**src/hw/rtl/pns_pkg.sv**
```systemverilog
// ----------------------------------------------------------------------------
// pns_pkg
// Types, sizes and helper functions shared by the packed nucleotide store.
// ----------------------------------------------------------------------------
`default_nettype none

package pns_pkg;

  // store sizes
  localparam int STORE_BYTES   = 65536;
  localparam int MAX_SEQUENCES = 1024;
  localparam int SEQ_LEN_LIMIT = 262144;

  // field widths fixed by the interface
  localparam int REQ_W    = 2;
  localparam int CHAR_W   = 8;
  localparam int ID_W     = 10;
  localparam int IDX_W    = 18;
  localparam int LEN_W    = 19;
  localparam int SCOUNT_W = 11;
  localparam int STAT_W   = 2;

  // derived widths
  localparam int BYTE_AW = $clog2(STORE_BYTES);
  localparam int ENT_AW  = $clog2(MAX_SEQUENCES);
  localparam int CNT_W   = $clog2(MAX_SEQUENCES + 1);
  localparam int START_W = $clog2(STORE_BYTES + 1);
  localparam int OFF_W   = BYTE_AW;
  localparam int ENT_W   = OFF_W + LEN_W;
  localparam int SUM_W   = ((START_W > (LEN_W - 2)) ? START_W : (LEN_W - 2)) + 1;

  // front/back queue
  localparam int QUEUE_DEPTH = 2;
  localparam int Q_PW        = $clog2(QUEUE_DEPTH);
  localparam int Q_CW        = $clog2(QUEUE_DEPTH + 1);

  typedef enum logic [REQ_W-1:0] {
    REQ_APPEND = 2'd0,
    REQ_CLOSE  = 2'd1,
    REQ_READ   = 2'd2,
    REQ_NOP    = 2'd3
  } req_t;

  typedef enum logic [STAT_W-1:0] {
    ST_OK        = 2'd0,
    ST_FULL      = 2'd1,
    ST_BAD_ID    = 2'd2,
    ST_BAD_INDEX = 2'd3
  } status_t;

  typedef enum logic [1:0] {
    OP_APPEND,
    OP_CLOSE,
    OP_READ,
    OP_NOP
  } op_t;

  typedef struct packed {
    logic [REQ_W-1:0]  req_type;
    logic [CHAR_W-1:0] base_char;
    logic [ID_W-1:0]   seq_id;
    logic [IDX_W-1:0]  base_index;
  } in_word_t;

  typedef struct packed {
    logic [CHAR_W-1:0]   base_out;
    logic [LEN_W-1:0]    seq_length;
    logic [SCOUNT_W-1:0] stored_count;
    logic [STAT_W-1:0]   status;
  } out_word_t;

  // classified command handed from front to back
  typedef struct packed {
    op_t              op;
    logic [1:0]       code;
    logic [ID_W-1:0]  seq_id;
    logic [IDX_W-1:0] base_index;
  } cmd_t;

  typedef struct packed {
    logic full;
    logic empty;
  } q_stat_t;

  // ASCII letter to 2-bit base code; unknown letters map to A
  function automatic logic [1:0] base_code(input logic [CHAR_W-1:0] ch);
    logic [1:0] c;
    begin
      case (ch)
        8'h43, 8'h63:               c = 2'd1; // C c
        8'h47, 8'h67:               c = 2'd2; // G g
        8'h54, 8'h74, 8'h55, 8'h75: c = 2'd3; // T t U u
        default:                    c = 2'd0;
      endcase
      return c;
    end
  endfunction

  function automatic logic [CHAR_W-1:0] code_letter(input logic [1:0] code);
    logic [CHAR_W-1:0] l;
    begin
      case (code)
        2'd0:    l = 8'h41; // A
        2'd1:    l = 8'h43; // C
        2'd2:    l = 8'h47; // G
        default: l = 8'h54; // T
      endcase
      return l;
    end
  endfunction

endpackage

`default_nettype wire

```
**src/hw/rtl/pns_queue.sv**
```systemverilog
// ----------------------------------------------------------------------------
// pns_queue
// Short command FIFO decoupling the front stage from the back stage.
// ----------------------------------------------------------------------------
`default_nettype none

module pns_queue (
  input  wire logic             clk,
  input  wire logic             rst_n,
  input  wire logic             push,
  input  wire pns_pkg::cmd_t    push_cmd,
  input  wire logic             pop,
  output pns_pkg::q_stat_t      q_stat,
  output pns_pkg::cmd_t         head
);

  pns_pkg::cmd_t                  mem_r [pns_pkg::QUEUE_DEPTH];
  logic [pns_pkg::Q_PW-1:0]       wr_ptr_r, wr_ptr_nxt;
  logic [pns_pkg::Q_PW-1:0]       rd_ptr_r, rd_ptr_nxt;
  logic [pns_pkg::Q_CW-1:0]       count_r, count_nxt;

  always_comb begin
    wr_ptr_nxt = wr_ptr_r;
    rd_ptr_nxt = rd_ptr_r;
    count_nxt  = count_r;
    if (push) begin
      wr_ptr_nxt = (wr_ptr_r == pns_pkg::Q_PW'(pns_pkg::QUEUE_DEPTH - 1)) ?
                   '0 : pns_pkg::Q_PW'(wr_ptr_r + 1'b1);
    end
    if (pop) begin
      rd_ptr_nxt = (rd_ptr_r == pns_pkg::Q_PW'(pns_pkg::QUEUE_DEPTH - 1)) ?
                   '0 : pns_pkg::Q_PW'(rd_ptr_r + 1'b1);
    end
    if (push && !pop) begin
      count_nxt = pns_pkg::Q_CW'(count_r + 1'b1);
    end else if (pop && !push) begin
      count_nxt = pns_pkg::Q_CW'(count_r - 1'b1);
    end
  end

  always_ff @(posedge clk) begin
    if (!rst_n) begin
      wr_ptr_r <= '0;
      rd_ptr_r <= '0;
      count_r  <= '0;
    end else begin
      wr_ptr_r <= wr_ptr_nxt;
      rd_ptr_r <= rd_ptr_nxt;
      count_r  <= count_nxt;
    end
    if (push) begin
      mem_r[wr_ptr_r] <= push_cmd;
    end
  end

  assign q_stat.full  = (count_r == pns_pkg::Q_CW'(pns_pkg::QUEUE_DEPTH));
  assign q_stat.empty = (count_r == '0);
  assign head         = mem_r[rd_ptr_r];

endmodule

`default_nettype wire

```
**config.mk**
```make
export PLATFORM = sky130hd
export DESIGN_NAME = pns_queue
export DESIGN_NICKNAME = d
export VERILOG_FILES = /design/src/hw/rtl/pns_pkg.sv /design/src/hw/rtl/pns_queue.sv
export SDC_FILE = /design/constraint.sdc
export NUM_CORES = 1
export LEC_CHECK = 0
export BUFFER_PORTS_ARGS = -buffer_cell sky130_fd_sc_hd__buf_2
export CORE_ASPECT_RATIO = 0.8
export CORE_MARGIN = 2
export CORE_UTILIZATION = 51
export DETAILED_ROUTE_END_ITERATION = 8
export HOLD_SLACK_MARGIN = 0.06
export PLACE_DENSITY = 0.86
export SLEW_MARGIN = 20
export SYNTH_ARGS = -nofsm -noshare
export SYNTH_HDL_FRONTEND = slang
export SYNTH_SLANG_ARGS = --single-unit
```
**constraint.sdc**
```tcl
create_clock -name clk -period 2.8 [get_ports clk]
set_input_delay 0.56 -clock clk [delete_from_list [all_inputs] [get_ports clk]]
set_output_delay 0.56 -clock clk [all_outputs]
set_load 0.01 [all_outputs]
```
* Word-level counts from Yosys, hierarchy flattened
Memories as Yosys holds them, arrays and structs flattened. A register that Yosys moved wholly into a read port is not among the register bits. Index checks and enable logic that the tools add are counted.
Storage, ports and cells: memories kept 1, flip-flop bits (word level) 4, memory bits (writable) 64, output and inout bits 34
Memory list:
- mem_r | depth 2, width 32, rd ports 1, clocked after Yosys merged registers in 1, wr ports 1, line pns_queue.sv:17 | pns_pkg::cmd_t mem_r [pns_pkg::QUEUE_DEPTH];
Operators by class: equal/unequal tests 1, $add $sub $neg 4, mux-type cells 8, reductions and logical operators 6
Operators by type and width (number):
- two-way mux 1 bit | 6
- two-way mux 2 bit | 2
- adder 1 bit (second input constant) | 2
- adder 2 x 1 -> 2 bit (second input constant) | 1
- equality test 2 bit (second input constant) | 1
- logical AND 1 bit | 2
- logical NOT 1 bit | 2
- logical NOT 2 bit | 1
- nonzero test 2 bit | 1
- subtractor 2 x 1 -> 2 bit (second input constant) | 1

* Longest topological paths before layout
word-level depth 4, gate-level depth with buffers 5, mapped depth without buffers 5

* Worst setup path after synthesis
OpenSTA, ideal clock, no wires.
path kind input to register, start input push, end memory mem_r[0][0] in the netlist's numbering, enable pin, arrival 2.039 ns, data required time 2.374 ns, library setup time 0.426 ns, setup slack 0.335 ns, stages 1, cells stage by stage nor2b_1
On the way: cells in the longest elaborated chain, start to end 2
RTL lines:
- start: declaration | line pns_queue.sv:10 | input wire logic push,
- two-way mux 1 bit | line pns_queue.sv:51 | if (push) begin
- two-way mux 1 bit (implied by the code) | line pns_queue.sv:52 | mem_r[wr_ptr_r] <= push_cmd;
- end: declaration | line pns_queue.sv:17
No other way between the ends.

==> run metrics <==
ANT nets after route=0; DRC Markers=0; Slew @ Worst Pin=0.433 ns; final core utilization=66.9%; RSZ-0062 raised after global routing=false; Pre-Repair DR Iteration Count=4; Worst setup SP type=flop; clk_skew=0.00515 ns; pin count of the biggest net entering global routing=34; CTS buffer count=9; CP Capture Type=output pin; initial antenna violation count=0; cell area power density=693 nW/um^2; first-pass GRT wire length=6150 um; boundary pin count=70; HPWL after DPL=2590 um; synthesized net count=159; YS warnings=0; Max Buffers Root-to-Sink=2; crit path buf inv count=2; CP max-delay cell=mux2_2; ANT cells=0; vias after detailed routing=1,323; core area=4680 um^2; vias in the first global route=1,353; slowest stage delay, CP=0.39 ns; CTS Root Cell=clkbuf_8; Placer Congestion=0.709; Sink Count=69; Final min period=2.11 ns; synthesis-to-finish area growth=23.8%; PortBufs=69; Final period util=75.3%; Finished Layout Cells=265; placed cell count=250; Max FO, Critical Path=32; Top Family by Delay on Critical Path=buffers and inverters; Post-CTS Setup Repair Bufs=0; CTS tree=built; gr usage total=16.5%; H-tree Lvls=3; number of fill cells in the layout=342; multi-input logic area=483 um^2; Total Wirelength=4010 um; Die X=82.7 um; Worst-Skew Late Latency=0.33 ns; synth unique cells=18; hold violation count in the final report=0; Die H=67.0 um; Hold WC Path Type=in -> reg; Synth Register Bits=69; Worst slew margin=71.1%; fmax=474 MHz; GRT overflow=0; hold_buf cts=0; MaxCap Viol Count=0; starting density of the core=54.0%; kind of critical path=reg -> out; drt wl/cell=15.1 um; # nets final=238; Worst R2R Setup Slack=1.53 ns; netlist area before placement=2530 um^2; Worst Path Required=2.24 ns; total die area=5540 um^2; vias per cell=4.99; Leakage Power=0.00121 uW; Syn Area/Cell=20.7 um^2; Min Hold Slack=0.414 ns; register area=2020 um^2; Seq/Total Area, Yosys=80.0%; site row count=22; status=completed; CP cell instances=buf_4 -> mux2_2 -> buf_2; Sum Neg Setup Slack=0 ns; Setup WS pre-CTS=1.03 ns; share of layout cells above drive strength 1=58.0%; clock transition at the registers of the reported paths=0.07 ns; peak supply drop=0.458 mV; Final setup viols=0; Slew Viols, Final=0; worst setup margin=0.692 ns; critical path arrival=1.55 ns; DRT iter0 DRCs=63; Post-Syn Instances=122; post-cts resize count=0
## cell type report
class	count	area share [%]
repair buffers	72	11.8
flip-flops and latches	69	64.6
clock buffers	9	3.96
well taps	60	2.40
multi-input cells	48	15.4
inverters	1	0.120
clock inverters	6	1.76
## worst register-to-register path: cells and delay by family (launching register included)
family | cells | cell delay [ns]
flops | 1 | 0.38
buf+inv | 1 | 0.38
simple gates | 1 | 0.14
## stage by stage
stage / cell area, um^2 / total power (uW)
final: 3130 / 2170
after global routing: 3130 / 2280
after CTS: 3130 / 2200
after detailed placement: 2950 / 1470
after global placement: 2950 / 1460
after floorplan: 2530 / 1370
## path summary, 6_finish.rpt
kind	cells past startpoint	end	from
max	3	head[11]	flop
max reg2reg	2	mem_r[1][6]	wr_ptr_r
min	1	mem_r[1][29]	push_cmd[29]
min reg2reg	2	count_r[1]	count_r[1]
## report_power, final
part           leakage, uW  internal (uW)  switching (uW)
clock network    0.0000984            398             332
logic             0.000470            117             119
registers         0.000642           1190            16.8
## per-layer routing
| metal | global-route usage (%) | vias to the layer above | wire length (um) |
|---|---|---|---|
| met5 | 0 | - | 0 |
| met2 | 24.8 | 52 | 1860 |
| met1 | 19.5 | 640 | 1800 |
| met3 | 9.35 | 4 | 308 |
| li1 | - | 627 | - |
| met4 | 6.76 | 0 | 48 |
## registers in the layout (all words and copies together), names as in the netlist, named ones only
name and count:
mem_r 64, wr_ptr_r 1, count_r 2, rd_ptr_r 1
## synth_stat cells (all sizes together)
cell type   n  share of area, %
or3         1              0.25
ha          1              0.49
edfxtp     64                76
nor2        1              0.15
xor2        2              0.69
nor2b       2              0.49
and2        4              0.99
xnor2       1              0.35
buf         3              0.89
o21a        1              0.30
inv         1              0.15
a21boi      1              0.30
clkbuf      1              0.20
mux2       32                14
and2b       1              0.35
dfxtp       5               4.0
o21ai       1              0.20
## placed cells by master, fill, tap and decap left out
master and n:
and2_1 4, dfxtp_1 5, clkbuf_8 9, nor2_1 1, buf_4 3, buf_2 69
clkinv_2 5, bufinv_16 1, nor2b_4 1, xnor2_1 1, o21a_1 1, o21ai_0 1
mux2_1 2, xor2_1 2, ha_1 1, a21boi_1 1, or3_1 1, edfxtp_1 64
and2b_2 1, inv_1 1, mux2_2 30, nor2b_1 1
## kinds of logic (layout without fill, tap and decap cells)
| family | after synthesis | after routing | share of synthesized area, % |
|---|---|---|---|
| buf+inv | 5 | 88 | 1.24 |
| flops | 69 | 69 | 80.0 |
| mux | 32 | 32 | 14.3 |
| compound gates | 3 | 3 | 0.792 |
| simple gates | 9 | 9 | 2.23 |
| fa+ha+maj | 1 | 1 | 0.495 |
| xor+xnor | 3 | 3 | 1.04 |
Power figures use the tool's default switching activity.
