### config.mk
export PLATFORM = sky130hd
export DESIGN_NAME = pns_front
export DESIGN_NICKNAME = d
export VERILOG_FILES = /design/src/hw/rtl/pns_pkg.sv /design/src/hw/rtl/pns_front.sv
export SDC_FILE = /design/constraint.sdc
export NUM_CORES = 1
export LEC_CHECK = 0
export ABC_CLOCK_PERIOD_IN_PS = 3500
export BUFFER_PORTS_ARGS = -buffer_cell sky130_fd_sc_hd__buf_2
export CAP_MARGIN = 15
export CORE_ASPECT_RATIO = 1.5
export CORE_UTILIZATION = 42
export DETAILED_ROUTE_END_ITERATION = 8
export PLACE_DENSITY = 0.79
export SLEW_MARGIN = 10
export SYNTH_ARGS = -nofsm -noshare
export SYNTH_HDL_FRONTEND = slang
export SYNTH_SLANG_ARGS = --single-unit
### constraint.sdc
create_clock -name clk -period 3.5 [get_ports clk]
set_clock_uncertainty 0.1 [all_clocks]
set_input_delay 0 -clock clk [delete_from_list [all_inputs] [get_ports clk]]
set_output_delay 0 -clock clk [all_outputs]
set_load 0.01 [all_outputs]
### src/hw/rtl/pns_pkg.sv
// ----------------------------------------------------------------------------
// pns_pkg
// Types, sizes and helper functions shared by the packed nucleotide store.
// ----------------------------------------------------------------------------
`default_nettype none

package pns_pkg;

  // store sizes
  localparam int STORE_BYTES   = 65536;
  localparam int MAX_SEQUENCES = 1024;
  localparam int SEQ_LEN_LIMIT = 262144;

  // field widths fixed by the interface
  localparam int REQ_W    = 2;
  localparam int CHAR_W   = 8;
  localparam int ID_W     = 10;
  localparam int IDX_W    = 18;
  localparam int LEN_W    = 19;
  localparam int SCOUNT_W = 11;
  localparam int STAT_W   = 2;

  // derived widths
  localparam int BYTE_AW = $clog2(STORE_BYTES);
  localparam int ENT_AW  = $clog2(MAX_SEQUENCES);
  localparam int CNT_W   = $clog2(MAX_SEQUENCES + 1);
  localparam int START_W = $clog2(STORE_BYTES + 1);
  localparam int OFF_W   = BYTE_AW;
  localparam int ENT_W   = OFF_W + LEN_W;
  localparam int SUM_W   = ((START_W > (LEN_W - 2)) ? START_W : (LEN_W - 2)) + 1;

  // front/back queue
  localparam int QUEUE_DEPTH = 2;
  localparam int Q_PW        = $clog2(QUEUE_DEPTH);
  localparam int Q_CW        = $clog2(QUEUE_DEPTH + 1);

  typedef enum logic [REQ_W-1:0] {
    REQ_APPEND = 2'd0,
    REQ_CLOSE  = 2'd1,
    REQ_READ   = 2'd2,
    REQ_NOP    = 2'd3
  } req_t;

  typedef enum logic [STAT_W-1:0] {
    ST_OK        = 2'd0,
    ST_FULL      = 2'd1,
    ST_BAD_ID    = 2'd2,
    ST_BAD_INDEX = 2'd3
  } status_t;

  typedef enum logic [1:0] {
    OP_APPEND,
    OP_CLOSE,
    OP_READ,
    OP_NOP
  } op_t;

  typedef struct packed {
    logic [REQ_W-1:0]  req_type;
    logic [CHAR_W-1:0] base_char;
    logic [ID_W-1:0]   seq_id;
    logic [IDX_W-1:0]  base_index;
  } in_word_t;

  typedef struct packed {
    logic [CHAR_W-1:0]   base_out;
    logic [LEN_W-1:0]    seq_length;
    logic [SCOUNT_W-1:0] stored_count;
    logic [STAT_W-1:0]   status;
  } out_word_t;

  // classified command handed from front to back
  typedef struct packed {
    op_t              op;
    logic [1:0]       code;
    logic [ID_W-1:0]  seq_id;
    logic [IDX_W-1:0] base_index;
  } cmd_t;

  typedef struct packed {
    logic full;
    logic empty;
  } q_stat_t;

  // ASCII letter to 2-bit base code; unknown letters map to A
  function automatic logic [1:0] base_code(input logic [CHAR_W-1:0] ch);
    logic [1:0] c;
    begin
      case (ch)
        8'h43, 8'h63:               c = 2'd1; // C c
        8'h47, 8'h67:               c = 2'd2; // G g
        8'h54, 8'h74, 8'h55, 8'h75: c = 2'd3; // T t U u
        default:                    c = 2'd0;
      endcase
      return c;
    end
  endfunction

  function automatic logic [CHAR_W-1:0] code_letter(input logic [1:0] code);
    logic [CHAR_W-1:0] l;
    begin
      case (code)
        2'd0:    l = 8'h41; // A
        2'd1:    l = 8'h43; // C
        2'd2:    l = 8'h47; // G
        default: l = 8'h54; // T
      endcase
      return l;
    end
  endfunction

endpackage

`default_nettype wire

### src/hw/rtl/pns_front.sv
// ----------------------------------------------------------------------------
// pns_front
// Input stage: takes request words, decodes them into commands for the queue.
// ----------------------------------------------------------------------------
`default_nettype none

module pns_front (
  input  wire logic             clk,
  input  wire logic             rst_n,
  input  wire logic             in_valid,
  input  wire pns_pkg::in_word_t in_word,
  output logic                  in_stall,
  input  wire pns_pkg::q_stat_t q_stat,
  output logic                  push,
  output pns_pkg::cmd_t         cmd
);

  logic           hold_r, hold_nxt;
  pns_pkg::cmd_t  cmd_r, cmd_nxt;
  pns_pkg::cmd_t  dec;
  logic           accept;

  // decode
  always_comb begin
    dec.code       = pns_pkg::base_code(in_word.base_char);
    dec.seq_id     = in_word.seq_id;
    dec.base_index = in_word.base_index;
    case (in_word.req_type)
      pns_pkg::REQ_APPEND: dec.op = pns_pkg::OP_APPEND;
      pns_pkg::REQ_CLOSE:  dec.op = pns_pkg::OP_CLOSE;
      pns_pkg::REQ_READ:   dec.op = pns_pkg::OP_READ;
      default:             dec.op = pns_pkg::OP_NOP;
    endcase
  end

  assign push     = hold_r && !q_stat.full;
  assign in_stall = hold_r && q_stat.full;
  assign accept   = in_valid && !in_stall;

  always_comb begin
    hold_nxt = hold_r;
    cmd_nxt  = cmd_r;
    if (accept) begin
      hold_nxt = 1'b1;
      cmd_nxt  = dec;
    end else if (push) begin
      hold_nxt = 1'b0;
    end
  end

  always_ff @(posedge clk) begin
    if (!rst_n) begin
      hold_r <= 1'b0;
    end else begin
      hold_r <= hold_nxt;
    end
    cmd_r <= cmd_nxt;
  end

  assign cmd = cmd_r;

endmodule

`default_nettype wire

# Word level (Yosys, flattened, before mapping)
# Index checks and enable logic that the tools add are counted.
# Widths: inputs -> output; s select.
dict set report totals {
  mem_bits_rw 0
  n_memories 0
  rom_bits 0
  output_inout_bits 34
  wordCells 29
  regBits 33
  latch_bits 0
  inputBits 43
}
dict set report classes {
  n_addsub 0
  eq_ne 10
  mux 4
  div_mod_pow 0
  n_reduce_logical 10
  n_mul 0
  order_cmp 0
  n_shift 0
  bitwise 0
}
# op count
set op_table {}
lappend op_table {{$eq 8x7->1 const B} 8}
lappend op_table {{$pmux 2 s3} 2}
lappend op_table {{$reduce_or 2->1} 2}
lappend op_table {{$reduce_or 4->1} 1}
lappend op_table {{$logic_and 1x1->1} 3}
lappend op_table {{$eq 2x1->1 const B} 1}
lappend op_table {{$eq 2x2->1 const B} 1}
lappend op_table {{$logic_not 1->1} 2}
lappend op_table {{$logic_not 2->1} 1}
lappend op_table {{$mux 1} 2}
lappend op_table {{$reduce_bool 2->1} 1}

# Logic depth before layout (Yosys ltp)
dict set report logic_depth {
  depth_word 4
  mapped_depth 2
  depth_no_buf 2
}

# Worst setup path before layout
# OpenSTA, ideal clock, no wires.
dict set report synth_path {
  path_kind {register -> register}
  start {reg hold_r}
  end {reg cmd_r, in the netlist cmd[0], enable pin}
  arrival_time_ns 1.930
  setup_slack_ns 1.046
  stages_incl_launch_ff 3
  synth_period_minus_slack_ns 2.454
  setup_time_ns 0.425
  required_ns 2.975
  n_path_buf 0
  cell_sequence {dfxtp_1 and2_1 nor2b_1}
}
dict set report synth_via {
  elab_chain_len 3
}
# element line
set synth_rtl {}
lappend synth_rtl {{start: declaration} pns_front.sv:18} ;# logic hold_r, hold_nxt;
lappend synth_rtl {{start signal: assignment} pns_front.sv:55} ;# hold_r <= hold_nxt;
lappend synth_rtl {{$logic_and 1x1->1} pns_front.sv:37} ;# assign in_stall = hold_r && q_stat.full;
lappend synth_rtl {{via in_stall} pns_front.sv:12} ;# output logic in_stall,
lappend synth_rtl {{$logic_not 1->1} pns_front.sv:38} ;# assign accept = in_valid && !in_stall;
lappend synth_rtl {{$logic_and 1x1->1} pns_front.sv:38}
lappend synth_rtl {{via accept} pns_front.sv:21} ;# logic accept;
lappend synth_rtl {{end signal: assignment} pns_front.sv:57} ;# cmd_r <= cmd_nxt;
lappend synth_rtl {{end: declaration} pns_front.sv:19} ;# pns_pkg::cmd_t cmd_r, cmd_nxt;
# The timed path passes the listed nets, and every way through them passes these cells.
# A chain may end at the register's enable or synchronous reset.

==> metrics list <==
* Run status: finished, violations left
- The checks that failed: design-rule violations.
- In this run the cell area of the synthesized design comes to 1080 um2.
- The region available for standard cell placement spans 2450 um2.
- FF+latch count, synth: 33
* Internal cell power: ~590 uW
- Die area: 2790 um2
- Final setup violating endpoints: 0
- The net count of the finished layout is 207.
* CTS Buf Count: 5
* Total design power: 750 uW
- Via count of the first global-routing pass: ~980
- After clock tree synthesis, the setup repair step added 0 buffers.
* Total iterations of the first detailed-routing run: 5
- Wire length of the first global-routing pass: 4200 um
- Detailed-route vias per instance: 4.69
* Number of DRC violations after detailed-routing iteration 0: 24
* Standby leakage power: 0.000831 uW
- Post-detailed-route wirelength per cell: 14.0 um
- The min-delay analysis places its worst path in the category in -> out.
- Max-capacitance violation count: 0
- Fraction of final layout cells with drive strength greater than 1: 50.0%
- Vias after detailed routing: 882
- Worst skew pair latency: 320 ps
- Worst-case setup slack after placement: 2120 ps
* Post-route worst setup slack: 1580 ps
- The layout has 151 filler cells.
* Clock period minus final worst setup slack: 1920 ps
- Worst IR drop on VDD: roughly 0.00027 V
- In this run the tightest slew margin relative to its limit is between 70% and 80%.
- Share of the core filled with cells in the final layout: 77.6%
- In this run the horizontal extent of the chip is 43.5 um.
* Num ports: 77
* Clock transition at the register clock pins on the worst setup and hold paths after CTS: 80 ps
* Number of hold buffers added after CTS: 37
- Clock H-tree levels: 2
- Along the worst path, the maximum fanout reaches 2.
* FP Rows: 22
* Post-synthesis cell count: 47
- STA classifies the critical path startpoint as an input port.
* Die Ht: 64.2 um
* Part of the total power dissipated in the clock network: 24.1%
* Number of antenna violations at the first check in global routing: 0
- Crit. End Element: flop
* Sum Neg Setup Slack: 0 ps
- GRT Util Overall: between 20% and 30%
- Combinational cell fraction of total power: 13.9%
- CTS root buf: sky130_fd_sc_hd__clkbuf_4
- During placement, the flow inserted port buffers numbering 74.
- Number of antenna-violating nets in the routed design: 0
- TritonCTS clock tree: done
- Power spread over the standard cell area amounts to 395 nW/um2.
* Area growth from synthesis to layout: 75.5%
- Global placement routability congestion: 0.720
- Count of final max-slew check failures: 0
- 0 antenna diodes ended up in the layout.
- Switch share: between 20% and 30%
- Type of the setup path with the least slack: in -> reg
- Cells after DPL: about 140
- Counting along the longest clock path gives a buffer depth of 2.
- Register area share after synthesis: 90.5%
* RSZ-0062 raised after global routing: no
- Summed over all nets, the switching power comes to roughly 160 uW.
- Detailed Route WL: 2640 um
- Counting every sink on the clock net gives 33.
- Once the clock tree was built, the resizer swapped 0 gates to a different size.
- Top achievable clock speed: about 0.52 GHz
- Syn Area/Cell: 23.1 um2
* Starting density of the core: 44.2%
* Post-Syn Nets: 90
* DRC Markers: 12
* Actual transition at the worst max-transition pin: 378 ps
* Final non-filler cell total: 188
- For the worst setup path, the data required time is 3470 ps.
* Netlist cell types: 12
* Final clock period utilization by the worst path: 54.9%
- Residual overflow from global routing: 0
- The count of final hold-check violations came to 0.
* Arr. time, crit path: around 1900 ps
* Yosys warnings: 0
* Relative contribution of sequential cells to total power: 62.1%
- Largest net degree at the start of global routing: 33
cells in the mapped netlist:
master	n	area [um2]
sky130_fd_sc_hd__a2111oi_2	1	15.0
sky130_fd_sc_hd__clkbuf_1	2	7.51
sky130_fd_sc_hd__dfxtp_1	1	20.0
sky130_fd_sc_hd__nor2b_1	2	12.5
sky130_fd_sc_hd__edfxtp_1	32	961
sky130_fd_sc_hd__inv_1	1	3.75
sky130_fd_sc_hd__nand4bb_1	2	22.5
sky130_fd_sc_hd__a21oi_1	1	5.00
sky130_fd_sc_hd__or2b_1	1	7.51
sky130_fd_sc_hd__nand3b_1	2	15.0
sky130_fd_sc_hd__o21a_1	1	7.51
sky130_fd_sc_hd__and2_1	1	6.26
critical path: stages:
cell	delay, ps
sky130_fd_sc_hd__dlygate4sd3_1	540
sky130_fd_sc_hd__buf_2	130
sky130_fd_sc_hd__nand3b_1	70
sky130_fd_sc_hd__dlygate4sd3_1	540
sky130_fd_sc_hd__a21oi_1	60
sky130_fd_sc_hd__dlygate4sd3_1	550
registers in the layout, summed over array words and instances (netlist names):
| name | flops |
|---|---|
| hold_r | 1 |
| cmd | 32 |
kinds of logic after synthesis:
| kind of cell | synth area share, % |
|---|---|
| compound gates | 2.54 |
| buf+inv | 1.04 |
| flops | 90.5 |
| simple gates | 5.89 |
placed cells by master, fill, tap and decap left out, drive strengths merged:
master	count
or2b	1
and2	1
dlygate4sd3	37
clkinv	1
nand4bb	2
buf	75
o21a	1
nand3b	2
nor2b	2
a2111oi	1
edfxtp	32
a21oi	1
clkbuf	6
dfxtp	1
inv	1
power groups by stage:
stage,clock network [uW],registers [uW],logic (uW)
2_1_floorplan,0,488,12.9
3_3_place_gp,0,473,69.9
3_5_place_dp,0,474,72.4
4_1_cts,188,465,103
5_1_grt,214,468,112
6_report,181,466,104
metal layers:
metal / vias to the layer above / global-route usage (%) / share of wire [%]
met4: 0 / 10.5 / 2.7
li1: 419 / - / -
met1: 405 / 19.5 / 32
met5: - / 0 / 0
met2: 50 / 40.0 / 58
met3: 8 / 8.76 / 7.1
per-stage QoR:
| stage | hold WS (ps) | area [um2] |
|---|---|---|
| floorplan | -53.6 | 1080 |
| global placement | 78.5 | 1490 |
| detailed placement | 78.1 | 1490 |
| CTS | 155 | 1900 |
| global route | 187 | 1900 |
| finish | 158 | 1900 |
final timing paths:
path                                     startpoint  slack (ps)                   to  cells after the start
worst max-delay path                    in_word[28]        1580    cmd[29]$_DFFE_PP_                      6
worst min-delay path                      q_stat[1]         160                 push                      3
worst max register to register  hold_r$_SDFFE_PN0P_        2090  hold_r$_SDFFE_PN0P_                      3
worst min register to register  hold_r$_SDFFE_PN0P_         930    cmd[13]$_DFFE_PP_                      3
cell type report:
type / instances / area, um2 / share of cell area (%)
Multi-Input combinational cell: 11 / 93.8 / 4.93
Clock buffer: 6 / 41.3 / 2.17
Sequential cell: 33 / 981 / 51.6
Inverter: 1 / 3.75 / 0.197
Timing Repair Buffer: 112 / 748 / 39.3
Tap cell: 24 / 30.0 / 1.58
Clock inverter: 1 / 3.75 / 0.197
Power figures use the tool's default switching activity.
